**src/rtl/preemptive_priority_scheduler_assert.svh**
```systemverilog
// Assertion macros for the scheduler. They expect clk and arst_n in scope.
`ifndef PREEMPTIVE_PRIORITY_SCHEDULER_ASSERT_SVH
`define PREEMPTIVE_PRIORITY_SCHEDULER_ASSERT_SVH

// The consequent must hold in the same cycle as the antecedent.
`define PPS_ASSERT_NOW(lbl, ante, cons, msg) \
	lbl: assert property (@(posedge clk) disable iff (!arst_n) (ante) |-> (cons)) \
		else $error(msg);

// The consequent must hold in the cycle after the antecedent.
`define PPS_ASSERT_NEXT(lbl, ante, cons, msg) \
	lbl: assert property (@(posedge clk) disable iff (!arst_n) (ante) |=> (cons)) \
		else $error(msg);

`endif

```
**src/rtl/pps_pkg.sv**
```systemverilog
`timescale 1ns / 1ps
`default_nettype none

package pps_pkg;

	localparam int MAX_TASKS_DEF = 16;
	localparam int TIME_W        = 24;
	localparam int BURST_W       = 16;
	localparam int PRIO_W        = 8;
	localparam int SUM_W         = 28;
	localparam int TASK_IDX_W    = 4;

	localparam logic [TIME_W-1:0] TIME_MAX = {TIME_W{1'b1}};
	localparam logic [SUM_W-1:0]  SUM_MAX  = {SUM_W{1'b1}};

	typedef logic [1:0] action_t;
	localparam action_t ACT_LOAD  = 2'd0;
	localparam action_t ACT_TICK  = 2'd1;
	localparam action_t ACT_CLEAR = 2'd2;

	// Input tdata, lowest bits first: arrival, burst, priority_req.
	typedef struct packed {
		logic [PRIO_W-1:0]  priority_req;
		logic [BURST_W-1:0] burst;
		logic [TIME_W-1:0]  arrival;
	} in_data_t;

	localparam int S_TDATA_W = $bits(in_data_t);

	// Output tdata, lowest bits first, padded with zeros to whole bytes.
	typedef struct packed {
		logic [5:0]            pad;
		logic                  error;
		logic [SUM_W-1:0]      total_response;
		logic [SUM_W-1:0]      total_waiting;
		logic [SUM_W-1:0]      total_turnaround;
		logic                  all_done;
		logic [TIME_W-1:0]     response;
		logic [TIME_W-1:0]     waiting;
		logic [TIME_W-1:0]     turnaround;
		logic [TIME_W-1:0]     completion_time;
		logic [TASK_IDX_W-1:0] task_index;
	} out_data_t;

	localparam int M_TDATA_W = $bits(out_data_t);

	typedef struct packed {
		logic finished;
		logic idle;
	} out_user_t;

	// One task table entry, held in the task RAM.
	typedef struct packed {
		logic [TIME_W-1:0]  first_run;
		logic               started;
		logic [BURST_W-1:0] remaining;
		logic [PRIO_W-1:0]  prio;
		logic [BURST_W-1:0] burst;
		logic [TIME_W-1:0]  arrival;
	} task_entry_t;

	localparam int ENTRY_W = $bits(task_entry_t);

	typedef enum logic [2:0] {
		ST_IDLE,
		ST_SCAN,
		ST_DRAIN,
		ST_CALC1,
		ST_CALC2,
		ST_CALC3,
		ST_DONE
	} state_t;

	typedef struct packed {
		logic capture;
		logic scan_issue;
		logic calc1;
		logic calc2;
		logic calc3;
		logic commit;
	} pps_cmd_t;

	typedef struct packed {
		logic start_scan;
		logic scan_last;
		logic out_free;
	} pps_status_t;

	// Saturating accumulate; the top bit of the result flags saturation.
	function automatic logic [SUM_W:0] sat_add(input logic [SUM_W-1:0] acc,
			input logic [TIME_W-1:0] val);
		logic [SUM_W:0] s;
		s = {1'b0, acc} + (SUM_W+1)'(val);
		if (s[SUM_W]) begin
			return {1'b1, SUM_MAX};
		end
		return s;
	endfunction

endpackage

`default_nettype wire

```
**src/rtl/pps_ram.sv**
```systemverilog
`timescale 1ns / 1ps
`default_nettype none

module pps_ram #(
	parameter int WIDTH = 8,
	parameter int DEPTH = 16
) (
	input  wire logic                     clk,
	input  wire logic                     we,
	input  wire logic [$clog2(DEPTH)-1:0] waddr,
	input  wire logic [WIDTH-1:0]         wdata,
	input  wire logic [$clog2(DEPTH)-1:0] raddr,
	output logic      [WIDTH-1:0]         rdata
);

	logic [WIDTH-1:0] mem_q [DEPTH];

	always_ff @(posedge clk) begin
		if (we) begin
			mem_q[waddr] <= wdata;
		end
		rdata <= mem_q[raddr];
	end

endmodule

`default_nettype wire

```
**src/rtl/pps_ctrl.sv**
```systemverilog
`timescale 1ns / 1ps
`default_nettype none

module pps_ctrl import pps_pkg::*; (
	input  wire logic        clk,
	input  wire logic        arst_n,
	input  wire logic        in_valid,
	output logic             in_ready,
	input  wire pps_status_t status,
	output pps_cmd_t         cmd
);

	state_t state_q;
	state_t state_nx;

	always_ff @(posedge clk or negedge arst_n) begin
		if (!arst_n) begin
			state_q <= ST_IDLE;
		end else begin
			state_q <= state_nx;
		end
	end

	always_comb begin
		state_nx = state_q;
		unique case (state_q)
			ST_IDLE: begin
				if (in_valid) begin
					state_nx = status.start_scan ? ST_SCAN : ST_DONE;
				end
			end
			ST_SCAN: begin
				if (status.scan_last) begin
					state_nx = ST_DRAIN;
				end
			end
			ST_DRAIN: state_nx = ST_CALC1;
			ST_CALC1: state_nx = ST_CALC2;
			ST_CALC2: state_nx = ST_CALC3;
			ST_CALC3: state_nx = ST_DONE;
			ST_DONE: begin
				if (status.out_free) begin
					state_nx = ST_IDLE;
				end
			end
			default: state_nx = ST_IDLE;
		endcase
	end

	always_comb begin
		cmd      = '0;
		in_ready = 1'b0;
		unique case (state_q)
			ST_IDLE: begin
				in_ready    = 1'b1;
				cmd.capture = in_valid;
			end
			ST_SCAN:  cmd.scan_issue = 1'b1;
			ST_DRAIN: ;
			ST_CALC1: cmd.calc1 = 1'b1;
			ST_CALC2: cmd.calc2 = 1'b1;
			ST_CALC3: cmd.calc3 = 1'b1;
			ST_DONE:  cmd.commit = status.out_free;
			default: ;
		endcase
	end

endmodule

`default_nettype wire

```
**src/rtl/pps_dp.sv**
```systemverilog
`timescale 1ns / 1ps
`default_nettype none

module pps_dp import pps_pkg::*; #(
	parameter int MAX_TASKS = MAX_TASKS_DEF
) (
	input  wire logic                         clk,
	input  wire logic                         arst_n,
	input  wire logic [S_TDATA_W-1:0]         s_axis_tdata,
	input  wire action_t                      s_axis_tuser,
	input  wire pps_cmd_t                     cmd,
	output pps_status_t                       status,
	output logic                              ram_we,
	output logic [$clog2(MAX_TASKS)-1:0]      ram_waddr,
	output task_entry_t                       ram_wdata,
	output logic [$clog2(MAX_TASKS)-1:0]      ram_raddr,
	input  wire task_entry_t                  ram_rdata,
	output logic                              m_axis_tvalid,
	input  wire logic                         m_axis_tready,
	output logic [M_TDATA_W-1:0]              m_axis_tdata,
	output logic [1:0]                        m_axis_tuser
);

	localparam int IDX_W = $clog2(MAX_TASKS);
	localparam int CNT_W = $clog2(MAX_TASKS + 1);

	in_data_t in_d;
	assign in_d = s_axis_tdata;

	// Captured item.
	action_t            act_q;
	logic [TIME_W-1:0]  arr_q;
	logic [BURST_W-1:0] burst_q;
	logic [PRIO_W-1:0]  prio_q;

	// Scheduler state.
	logic [CNT_W-1:0]  loaded_cnt_q;
	logic [CNT_W-1:0]  done_cnt_q;
	logic [TIME_W-1:0] time_q;
	logic [SUM_W-1:0]  sum_tat_q;
	logic [SUM_W-1:0]  sum_wt_q;
	logic [SUM_W-1:0]  sum_rt_q;

	// Scan and selection.
	logic [IDX_W-1:0] scan_cnt_q;
	logic             rd_valid_s1;
	logic [IDX_W-1:0] rd_idx_s1;
	logic             pick_found_q;
	logic [IDX_W-1:0] pick_idx_q;
	task_entry_t      best_q;
	logic             eligible;

	// Completion arithmetic.
	logic [TIME_W-1:0]  ct_q;
	logic [TIME_W-1:0]  rt_q;
	logic [TIME_W-1:0]  tat_q;
	logic [TIME_W-1:0]  wt_q;
	logic [TIME_W-1:0]  first_eff_q;
	logic [BURST_W-1:0] rem_new_q;
	logic               fin_q;
	logic [TIME_W-1:0]  first_eff;

	// Output register.
	logic      m_valid_q;
	out_data_t m_data_q;
	out_user_t m_user_q;

	// Next-state values applied on commit.
	logic [CNT_W-1:0]  loaded_nx;
	logic [CNT_W-1:0]  done_nx;
	logic [TIME_W-1:0] time_nx;
	logic [SUM_W-1:0]  sum_tat_nx;
	logic [SUM_W-1:0]  sum_wt_nx;
	logic [SUM_W-1:0]  sum_rt_nx;
	logic [SUM_W:0]    add_tat;
	logic [SUM_W:0]    add_wt;
	logic [SUM_W:0]    add_rt;
	logic              err;
	logic              we_c;
	out_data_t         res_d;
	out_user_t         res_u;
	task_entry_t       load_entry;
	logic [BURST_W-1:0] burst_eff;

	assign status.start_scan = (s_axis_tuser == ACT_TICK) && (loaded_cnt_q != '0);
	assign status.scan_last  = CNT_W'(scan_cnt_q) == (loaded_cnt_q - CNT_W'(1));
	assign status.out_free   = !m_valid_q || m_axis_tready;

	assign ram_raddr = scan_cnt_q;

	assign eligible = rd_valid_s1 && (ram_rdata.arrival <= time_q) &&
		(ram_rdata.remaining != '0) && (!pick_found_q || (ram_rdata.prio < best_q.prio));

	assign first_eff = best_q.started ? best_q.first_run : time_q;

	assign burst_eff = (burst_q == '0) ? BURST_W'(1) : burst_q;

	always_comb begin
		load_entry           = '0;
		load_entry.arrival   = arr_q;
		load_entry.burst     = burst_eff;
		load_entry.prio      = prio_q;
		load_entry.remaining = burst_eff;
	end

	assign add_tat = sat_add(sum_tat_q, tat_q);
	assign add_wt  = sat_add(sum_wt_q, wt_q);
	assign add_rt  = sat_add(sum_rt_q, rt_q);

	always_comb begin
		loaded_nx  = loaded_cnt_q;
		done_nx    = done_cnt_q;
		time_nx    = time_q;
		sum_tat_nx = sum_tat_q;
		sum_wt_nx  = sum_wt_q;
		sum_rt_nx  = sum_rt_q;
		err        = 1'b0;
		we_c       = 1'b0;
		ram_waddr  = pick_idx_q;
		ram_wdata  = best_q;
		res_d      = '0;
		res_u      = '0;
		unique case (act_q)
			ACT_LOAD: begin
				if (loaded_cnt_q < CNT_W'(MAX_TASKS)) begin
					we_c             = 1'b1;
					ram_waddr        = loaded_cnt_q[IDX_W-1:0];
					ram_wdata        = load_entry;
					loaded_nx        = loaded_cnt_q + CNT_W'(1);
					res_d.task_index = TASK_IDX_W'(loaded_cnt_q);
				end else begin
					err = 1'b1;
				end
			end
			ACT_TICK: begin
				if (time_q == TIME_MAX) begin
					err = 1'b1;
				end else begin
					time_nx = time_q + TIME_W'(1);
				end
				if (pick_found_q) begin
					we_c                = 1'b1;
					ram_wdata.remaining = rem_new_q;
					ram_wdata.started   = 1'b1;
					ram_wdata.first_run = first_eff_q;
					res_d.task_index    = TASK_IDX_W'(pick_idx_q);
					if (fin_q) begin
						done_nx               = done_cnt_q + CNT_W'(1);
						res_u.finished        = 1'b1;
						res_d.completion_time = ct_q;
						res_d.turnaround      = tat_q;
						res_d.waiting         = wt_q;
						res_d.response        = rt_q;
						sum_tat_nx            = add_tat[SUM_W-1:0];
						sum_wt_nx             = add_wt[SUM_W-1:0];
						sum_rt_nx             = add_rt[SUM_W-1:0];
						err = err || add_tat[SUM_W] || add_wt[SUM_W] || add_rt[SUM_W];
					end
				end else begin
					res_u.idle = 1'b1;
				end
			end
			ACT_CLEAR: begin
				loaded_nx  = '0;
				done_nx    = '0;
				time_nx    = '0;
				sum_tat_nx = '0;
				sum_wt_nx  = '0;
				sum_rt_nx  = '0;
			end
			default: ;
		endcase
		res_d.all_done         = (done_nx == loaded_nx);
		res_d.total_turnaround = sum_tat_nx;
		res_d.total_waiting    = sum_wt_nx;
		res_d.total_response   = sum_rt_nx;
		res_d.error            = err;
	end

	assign ram_we = cmd.commit && we_c;

	always_ff @(posedge clk or negedge arst_n) begin
		if (!arst_n) begin
			loaded_cnt_q <= '0;
			done_cnt_q   <= '0;
			time_q       <= '0;
			sum_tat_q    <= '0;
			sum_wt_q     <= '0;
			sum_rt_q     <= '0;
			scan_cnt_q   <= '0;
			rd_valid_s1  <= 1'b0;
			pick_found_q <= 1'b0;
			fin_q        <= 1'b0;
			m_valid_q    <= 1'b0;
		end else begin
			rd_valid_s1 <= cmd.scan_issue;
			if (cmd.capture) begin
				scan_cnt_q   <= '0;
				pick_found_q <= 1'b0;
				fin_q        <= 1'b0;
			end
			if (cmd.scan_issue) begin
				scan_cnt_q <= scan_cnt_q + IDX_W'(1);
			end
			if (eligible) begin
				pick_found_q <= 1'b1;
			end
			if (cmd.calc1) begin
				fin_q <= pick_found_q && (best_q.remaining == BURST_W'(1));
			end
			if (cmd.commit) begin
				loaded_cnt_q <= loaded_nx;
				done_cnt_q   <= done_nx;
				time_q       <= time_nx;
				sum_tat_q    <= sum_tat_nx;
				sum_wt_q     <= sum_wt_nx;
				sum_rt_q     <= sum_rt_nx;
				m_valid_q    <= 1'b1;
			end else if (m_axis_tready) begin
				m_valid_q <= 1'b0;
			end
		end
	end

	always_ff @(posedge clk) begin
		if (cmd.capture) begin
			act_q   <= s_axis_tuser;
			arr_q   <= in_d.arrival;
			burst_q <= in_d.burst;
			prio_q  <= in_d.priority_req;
		end
		if (cmd.scan_issue) begin
			rd_idx_s1 <= scan_cnt_q;
		end
		if (eligible) begin
			pick_idx_q <= rd_idx_s1;
			best_q     <= ram_rdata;
		end
		if (cmd.calc1) begin
			first_eff_q <= first_eff;
			rt_q        <= first_eff - best_q.arrival;
			ct_q        <= (time_q == TIME_MAX) ? time_q : time_q + TIME_W'(1);
			rem_new_q   <= best_q.remaining - BURST_W'(1);
		end
		if (cmd.calc2) begin
			tat_q <= ct_q - best_q.arrival;
		end
		if (cmd.calc3) begin
			// Waiting time can only go negative once time has saturated.
			wt_q <= (tat_q >= TIME_W'(best_q.burst)) ? tat_q - TIME_W'(best_q.burst) : '0;
		end
		if (cmd.commit) begin
			m_data_q <= res_d;
			m_user_q <= res_u;
		end
	end

	assign m_axis_tvalid = m_valid_q;
	assign m_axis_tdata  = m_data_q;
	assign m_axis_tuser  = m_user_q;

endmodule

`default_nettype wire

```
**src/rtl/preemptive_priority_scheduler.sv**
```systemverilog
// Channel   Direction  Signals                  Contents
// s_axis    in         tvalid tready tdata      one command: load, tick or clear
//                      tuser                    action code
// m_axis    out        tvalid tready tdata      one result per accepted command
//                      tuser                    idle and finished flags
//
// A load, a clear, an unused action code, or a tick with no task loaded passes through
// the transfer cycle and the commit cycle; its result is registered at the commit.
// A tick with N tasks loaded passes through the transfer cycle, N reads of the task
// RAM's single read port, a drain step, three arithmetic steps and the commit cycle;
// its result is registered at the commit.
// Reset clears the counters, time and totals; the task RAM holds no reset value and
// needs no clearing pass, as only loaded entries are ever read.
// The result register lets the next command be taken while a result waits; a command
// then holds in its commit cycle until the result register is free.
`timescale 1ns / 1ps
`default_nettype none
`include "preemptive_priority_scheduler_assert.svh"

module preemptive_priority_scheduler import pps_pkg::*; #(
	parameter int MAX_TASKS = MAX_TASKS_DEF
) (
	input  wire logic                 clk,
	input  wire logic                 arst_n,
	input  wire logic                 s_axis_tvalid,
	output logic                      s_axis_tready,
	// arrival [23:0], burst [39:24], priority_req [47:40]
	input  wire logic [S_TDATA_W-1:0] s_axis_tdata,
	// action [1:0]
	input  wire logic [1:0]           s_axis_tuser,
	output logic                      m_axis_tvalid,
	input  wire logic                 m_axis_tready,
	// task_index [3:0], completion_time [27:4], turnaround [51:28], waiting [75:52],
	// response [99:76], all_done [100], total_turnaround [128:101],
	// total_waiting [156:129], total_response [184:157], error [185], zeros [191:186]
	output logic [M_TDATA_W-1:0]      m_axis_tdata,
	// idle [0], finished [1]
	output logic [1:0]                m_axis_tuser
);

	localparam int IDX_W = $clog2(MAX_TASKS);

	pps_cmd_t         cmd;
	pps_status_t      status;
	logic             ram_we;
	logic [IDX_W-1:0] ram_waddr;
	logic [IDX_W-1:0] ram_raddr;
	task_entry_t      ram_wdata;
	logic [ENTRY_W-1:0] ram_rdata;

	pps_ctrl u_ctrl (
		.clk      (clk),
		.arst_n   (arst_n),
		.in_valid (s_axis_tvalid),
		.in_ready (s_axis_tready),
		.status   (status),
		.cmd      (cmd)
	);

	pps_dp #(
		.MAX_TASKS (MAX_TASKS)
	) u_dp (
		.clk           (clk),
		.arst_n        (arst_n),
		.s_axis_tdata  (s_axis_tdata),
		.s_axis_tuser  (s_axis_tuser),
		.cmd           (cmd),
		.status        (status),
		.ram_we        (ram_we),
		.ram_waddr     (ram_waddr),
		.ram_wdata     (ram_wdata),
		.ram_raddr     (ram_raddr),
		.ram_rdata     (ram_rdata),
		.m_axis_tvalid (m_axis_tvalid),
		.m_axis_tready (m_axis_tready),
		.m_axis_tdata  (m_axis_tdata),
		.m_axis_tuser  (m_axis_tuser)
	);

	pps_ram #(
		.WIDTH (ENTRY_W),
		.DEPTH (MAX_TASKS)
	) u_task_ram (
		.clk   (clk),
		.we    (ram_we),
		.waddr (ram_waddr),
		.wdata (ram_wdata),
		.raddr (ram_raddr),
		.rdata (ram_rdata)
	);

	// A committed step always shows up as a valid result in the next cycle.
	`PPS_ASSERT_NEXT(a_commit_shows, cmd.commit, m_axis_tvalid, "commit without result")

	// After a transfer in, the block is busy in the next cycle.
	`PPS_ASSERT_NEXT(a_busy_after_in, s_axis_tvalid && s_axis_tready, !s_axis_tready,
		"input taken twice in a row")

	// A completed task cannot also be an idle tick.
	`PPS_ASSERT_NOW(a_fin_not_idle, m_axis_tvalid && m_axis_tuser[1], !m_axis_tuser[0],
		"finished and idle together")

	// First run is never later than completion, so turnaround covers response.
	`PPS_ASSERT_NOW(a_tat_ge_resp, m_axis_tvalid && m_axis_tuser[1],
		m_axis_tdata[51:28] >= m_axis_tdata[99:76], "turnaround below response")

endmodule

`default_nettype wire

```
**config.mk**
```make
export PLATFORM = sky130hd
export DESIGN_NAME = preemptive_priority_scheduler
export DESIGN_NICKNAME = d
export VERILOG_FILES = /design/src/rtl/pps_pkg.sv /design/src/rtl/pps_ram.sv /design/src/rtl/pps_ctrl.sv /design/src/rtl/pps_dp.sv /design/src/rtl/preemptive_priority_scheduler.sv
export VERILOG_INCLUDE_DIRS = /design/src /design/src/rtl
export SDC_FILE = /design/constraint.sdc
export NUM_CORES = 2
export LEC_CHECK = 0
export ABC_AREA = 1
export BUFFER_PORTS_ARGS = -buffer_cell sky130_fd_sc_hd__buf_2
export CAP_MARGIN = 40
export CORE_MARGIN = 2
export CORE_UTILIZATION = 55
export DETAILED_ROUTE_END_ITERATION = 8
export HOLD_SLACK_MARGIN = 0.05
export MAX_ROUTING_LAYER = met4
export PLACE_DENSITY = 0.73
export SYNTH_ARGS = -nofsm -noshare
export SYNTH_HDL_FRONTEND = slang
export SYNTH_SLANG_ARGS = --single-unit
```
**constraint.sdc**
```tcl
create_clock -name clk -period 7.5 [get_ports clk]
set_input_delay 0 -clock clk [delete_from_list [all_inputs] [get_ports clk]]
set_output_delay 0 -clock clk [all_outputs]
set_load 0.005 [all_outputs]
```
# After elaboration in Yosys (flattened, before gate mapping)
# Memories as Yosys holds them, arrays and structs flattened. A register that Yosys moved wholly into a read port is not among the register bits.
# Index checks and enable logic that the tools add are counted.
# op_classes
mux	68
eq_ne	16
reduce_logical	27
magnitude_cmp	4
add_sub_neg	12
# ops
op	n
2-to-1 mux 29 bit	6
2-to-1 mux 28 bit	6
case mux 28 bit (2 select lines)	3
2-to-1 mux 89 bit	1
adder 28 x 24 -> 29 bit	3
case mux 41 bit (2 select lines)	1
2-to-1 mux 24 bit	2
2-to-1 mux 48 bit	1
case mux 24 bit (2 select lines)	1
subtractor 24 bit	2
2-to-1 mux 41 bit	1
2-to-1 mux 1 bit	26
adder 24 x 1 -> 24 bit (second input constant)	1
== test 24 bit (second input constant)	1
greater-or-equal comparator 24 x 16 -> 1 bit	1
<= comparator 24 bit	1
2-to-1 mux 4 bit	6
subtractor 24 x 16 -> 24 bit	1
case mux 3 bit (7 select lines)	1
case mux 5 bit (2 select lines)	2
== test 16 x 1 -> 1 bit (second input constant)	1
zero test 16 bit	1
2-to-1 mux 16 bit	1
nonzero test 16 bit	1
other kinds (28)	56
# totals
regBits	600
memories	1
word_cells	170
ram_bits	1424
out_inout_bits	196
# memory_table
memory	words	word_bits	rd	rd_ports_with_merged_regs	wr	line_no	text
u_task_ram.mem_q	16	89	1	1	1	pps_ram.sv:16	logic [WIDTH-1:0] mem_q [DEPTH];

# Logic depth before layout (Yosys ltp)
# logic_depth
word_depth	9
ltp_mapped	17

# By module
# From an unflattened synthesis, not the netlist that was laid out.
# unflattened
hier_cells	9694
area_unflattened_um2	96402.5
# modules_own_cells
mod	cells_per_inst	seq_area_each_um2	area_per_inst_um2	n_inst
pps_ram	5843	44542.7	62521.2	1
pps_dp	3809	17296.6	33613.5	1
pps_ctrl	42	75.1	267.8	1

# Worst setup path before layout
# OpenSTA, ideal clock, no wires.
# synth_timing
path_type	register to register
start	register u_ctrl.state_q[0]
end	register u_dp.fin_q
arrival_ns	7.097
setup_ns	0.137
t_required_ns	7.363
stages_incl_launch_ff	5
path_slack_ns	0.266
path_cell_list	dfrtp_1 -> inv_1 -> nor3_1 -> nand3b_1 -> o21ai_0
# synth_between
elab_chain_len	3
word_cells_on_any_way	6
# synth_rtl
element	line_no	text
start: declaration	pps_ctrl.sv:13	state_t state_q;
start signal: assignment	pps_ctrl.sv:20	state_q <= state_nx;
== test 3 x 2 -> 1 bit or zero test 3 bit (tied branches)	pps_ctrl.sv:53	unique case (state_q)
2-to-1 mux 1 bit	pps_ctrl.sv:53	
2-to-1 mux 1 bit or nonzero test 2 bit (tied branches)	n/a	
end signal: assignment	pps_dp.sv:209	fin_q <= pick_found_q && (best_q.remaining == BURST_W'(1));
end: declaration	pps_dp.sv:60	logic fin_q;
# Several ways; a longest one is shown, not always the timed one.
# A chain may end at the register's enable or synchronous reset.

# Worst setup path in the final report
# layout_timing
start	register u_dp.act_q[0]
end	memory u_task_ram.mem_q[15][5] in the netlist's numbering (enable)
# layout_between
elab_chain_len	5
word_cells_on_any_way	7
# layout_rtl
element	line_no	text
start: declaration	pps_dp.sv:31	action_t act_q;
start signal: assignment	pps_dp.sv:227	act_q <= s_axis_tuser;
== test 2 x 1 -> 1 bit or zero test 2 bit (tied branches)	pps_dp.sv:123	unique case (act_q)
case mux 1 bit (2 select lines)	pps_dp.sv:123	
logical AND 1 bit	pps_dp.sv:180	assign ram_we = cmd.commit && we_c;
2-to-1 mux 1 bit	pps_ram.sv:19	if (we) begin
2-to-1 mux 1 bit (not written as such)	pps_ram.sv:20	mem_q[waddr] <= wdata;
end: declaration	pps_ram.sv:16	
# Several ways; a longest one is shown, not always the timed one.

==> qor.txt <==
CTS tree = built
Die Wd = 409 um
top cells by area, synth = edfxtp_1 63%, nand2_1 6.6%, o21ai_0 4.1%, dfrtp_1 3.6%, nor2_1 2.8%
cell breakdown of the critical path = inv_1, ha_2, nand2_2, inv_4, nand2_1, o21ai_0, nand3b_1, nor2_4, buf_4
Post-CTS Resized = 0
crit path capture type = flop
Worst-Skew Late Latency = 0.87 ns
antenna violations before repair = 5
count of pins over their slew limit = 0
Peak VDD IR = 0.279 mV
# H-tree levels = 4
ANT nets after route = 0
DP Worst Slack = 3.22 ns
switching component of the power = 13.7 mW
# DRC = 0
leakage = 38.6 nW
Worst-path clk slew = 0.06 ns
Max-slew headroom = 14.3%
largest net degree at the start of global routing = 216
cell area power density = 371 nW/um2
Worst path max stage delay = 0.86 ns
#FFs+latches synth = 2,113
synthesized area = 90,100 um2
Layout area overhead = 13.8%
final critical-path share of the clock period = 58.4%
CTS Buf Count = 208
switch share = 36.0%
drt initial violations = 8,619
fin worst setup slack = 3.12 ns
grt ovf = 0
Max stage delay cell, worst path = nor2_4
RSZ-0062 raised after global routing = false
total setup buffers inserted after CTS = 0
met2 wire len = 123,000 um
path category of the worst min-delay check = in2async
Startpoint Class = flop
Highest Signal Layer = met4
FFs w/ async S/R, synth = 6.11%
Combinational Power Share = 29.5%
Worst-Margin Slew = 1.29 ns
Synth Area per Inst = 11.5 um2
first-pass GRT wire length = 391,000 um
Reg power frac = 42.8%
largest area contributor in the netlist = edfxtp_1
core area = 163,000 um2
CTS Buffer Depth = 3
ys flop type = edfxtp_1
Distinct cells, synth = 56
drt first pass iters = 6
Sink Count = 2,113
Ys Warns = 0
FF+latch area = 61,900 um2
sum of negative setup slack = 0 ns
register area share after synthesis = 68.8%
Setup violations, final = 0
DP HPWL = 166,000 um
Root Driver = clkbuf_16
wl on met1 = 103,000 um
NumNets Final = 8,437
routed vias/inst = 6.06
post-synth top area share = 63.2%
Hold Violations, Final = 0
Post-synth EDFFs = 1,895
die area = 167,000 um2
overall power = 38.0 mW
number of fill cells = 12,197
CP max FO = 54
CP Class = reg2reg
Worst R2R Path Depth = 9
maximum clock frequency = 228 MHz
num rows = 148
input/output buffers = 243
CP arrival = 4.85 ns
routability cong. = 0.989
min Tclk post-route = 4.38 ns
Cells after Synth = 7,827
met3 wire length = 28,900 um
CP required = 7.97 ns
number of I/O pins = 250
Worst Hold Slack = 0.178 ns
clk_skew = 0.0363 ns
Max Cap Viol = 0
internal power = 24.3 mW
via count = 64,037
Multi-input gate area = 24,600 um2
wire per inst = 25.3 um
vias in the first global route = 60,958
global-route usage over all layers = 32.4%
layout cells sized above 1 = 10.1%
Initial Utilization = 55.3%
CTS Hold Bufs = 106
final wirelength = 267,000 um
clock network power share = 27.6%
die height = 409 um
outcome = complete, no violations
==> synthesized netlist by cell type (all sizes together), types with 12 or more instances <==
| cell type | count |
|---|---|
| edfxtp | 1895 |
| nand2 | 1592 |
| o21ai | 784 |
| nor2 | 687 |
| inv | 568 |
| a21oi | 413 |
| nand3 | 349 |
| clkbuf | 270 |
| ha | 176 |
| dfrtp | 129 |
| o22ai | 124 |
| nand4 | 115 |
| a221oi | 109 |
| buf | 103 |
| xor2 | 96 |
| dfxtp | 89 |
| o221ai | 74 |
| xnor2 | 52 |
| nor3 | 43 |
| nor4 | 23 |
| a21o | 22 |
| o211ai | 22 |
| or2 | 18 |
| o21bai | 13 |
| a31oi | 12 |
==> flip-flops by register name, indices dropped and copies added, names as in the netlist, 8 cells and up <==
register           cells
u_dp.burst_q          16
u_dp.time_q           24
u_dp.prio_q            8
u_dp.tat_q            24
u_dp.best_q           89
u_dp.first_eff_q      24
u_dp.sum_rt_q         28
u_dp.ct_q             24
u_task_ram.rdata      89
u_task_ram.mem_q    1424
u_dp.wt_q             24
u_dp.m_axis_tdata    186
u_dp.arr_q            24
u_dp.rt_q             24
u_dp.sum_wt_q         28
u_dp.rem_new_q        16
u_dp.sum_tat_q        28
==> logic make-up (layout without fill, tap and decap cells) <==
logic type	Yosys count	count (layout)	share of synthesized area, %
and+or+nand+nor	2842	2842	13.0
AOI/OAI and AO/OA	1595	1595	10.1
DFF	2113	2113	68.8
xor gates and xnor gates	148	148	1.44
other	1	9	0.00416
buffers and inverters	946	1498	4.11
adders and majority gates	182	182	2.58
==> through the flow <==
stage / instances / utilization (%) / cell area [um2]
2_1_floorplan: 7832 / - / 90100
3_3_place_gp: 10018 / 57.7 / 93900
3_5_place_dp: 10059 / 58.1 / 94500
4_1_cts: 10558 / 63.0 / 102000
5_1_grt: 10562 / 63.0 / 103000
6_report: 10562 / 63.0 / 103000
==> worst paths after layout <==
check                                              from                                end  slack [ns]
max                             u_dp.act_q[0]$_DFFE_PP_  u_task_ram.mem_q[15][5]$_DFFE_PP_        3.12
min                                              arst_n     u_dp.sum_tat_q[19]$_DFFE_PN0P_        0.18
max reg2reg                     u_dp.act_q[0]$_DFFE_PP_  u_task_ram.mem_q[15][5]$_DFFE_PP_        3.12
min reg2reg                u_task_ram.rdata[28]$_DFF_P_          u_dp.best_q[28]$_DFFE_PP_        0.40
max in group asynchronous                        arst_n      u_dp.sum_rt_q[24]$_DFFE_PN0P_        5.74
min in group clk                          s_axis_tvalid      u_ctrl.state_q[1]$_DFFE_PN0P_        0.18
==> final cells by class <==
class,count,share of cell area (%)
clock buffers,272,5.55
diodes,3,0.00732
inverters,573,2.12
flip-flops and latches,2113,60.4
well taps,2175,2.65
clock inverters,121,1.17
multi-input cells,4773,24.0
repair buffers,532,4.07
==> critical path, delay by kind of cell (launching register included) <==
family          cells  cell delay (ns)
simple gates        4             1.61
buf+inv             3             1.39
flops               1             0.41
fa+ha+maj           1             0.30
compound gates      1             0.22
==> power groups by stage <==
stage | logic, mW | registers (mW) | clock network [mW]
detailed placement | 10.9 | 16.5 | 0
global placement | 10.5 | 16.5 | 0
CTS | 11.0 | 16.2 | 10.6
global route | 12.3 | 16.3 | 11.0
finish | 11.2 | 16.3 | 10.5
floorplan | 6.98 | 15.9 | 0
==> layout by cell type (no fill, tap or decap), types with 10 or more instances in the layout <==
cell,netlist,routed
a21o_1,22,22
a21oi_1,403,402
a21oi_2,10,10
a221oi_1,109,109
a31oi_1,12,12
buf_12,0,17
buf_16,0,15
buf_2,61,242
buf_4,8,150
bufinv_16,0,19
clkbuf_1,270,43
clkbuf_16,0,211
clkbuf_8,0,18
clkinv_1,5,39
clkinv_2,0,40
clkinvlp_4,0,10
dfrtp_1,129,125
dfxtp_1,89,89
dlygate4sd3_1,0,105
edfxtp_1,1895,1895
ha_1,176,175
inv_1,551,548
inv_2,17,15
nand2_1,1585,1584
nand3_1,346,346
nand4_1,115,115
nor2_1,679,662
nor2_4,1,18
nor3_1,37,35
nor4_1,23,23
o211ai_1,22,22
o21ai_0,732,728
o21ai_1,49,53
o21bai_1,13,13
o221ai_1,74,74
o22ai_1,124,124
or2_2,18,18
xnor2_1,52,52
xor2_1,96,96
==> routing by layer <==
metal | vias to the layer above | GRT usage, %
met4 | 0 | 13.1
li1 | 28569 | -
met1 | 31018 | 42.9
met2 | 3847 | 49.7
met3 | 603 | 6.27
met5 | - | -
Note: power is estimated with default switching activity, not from simulation.
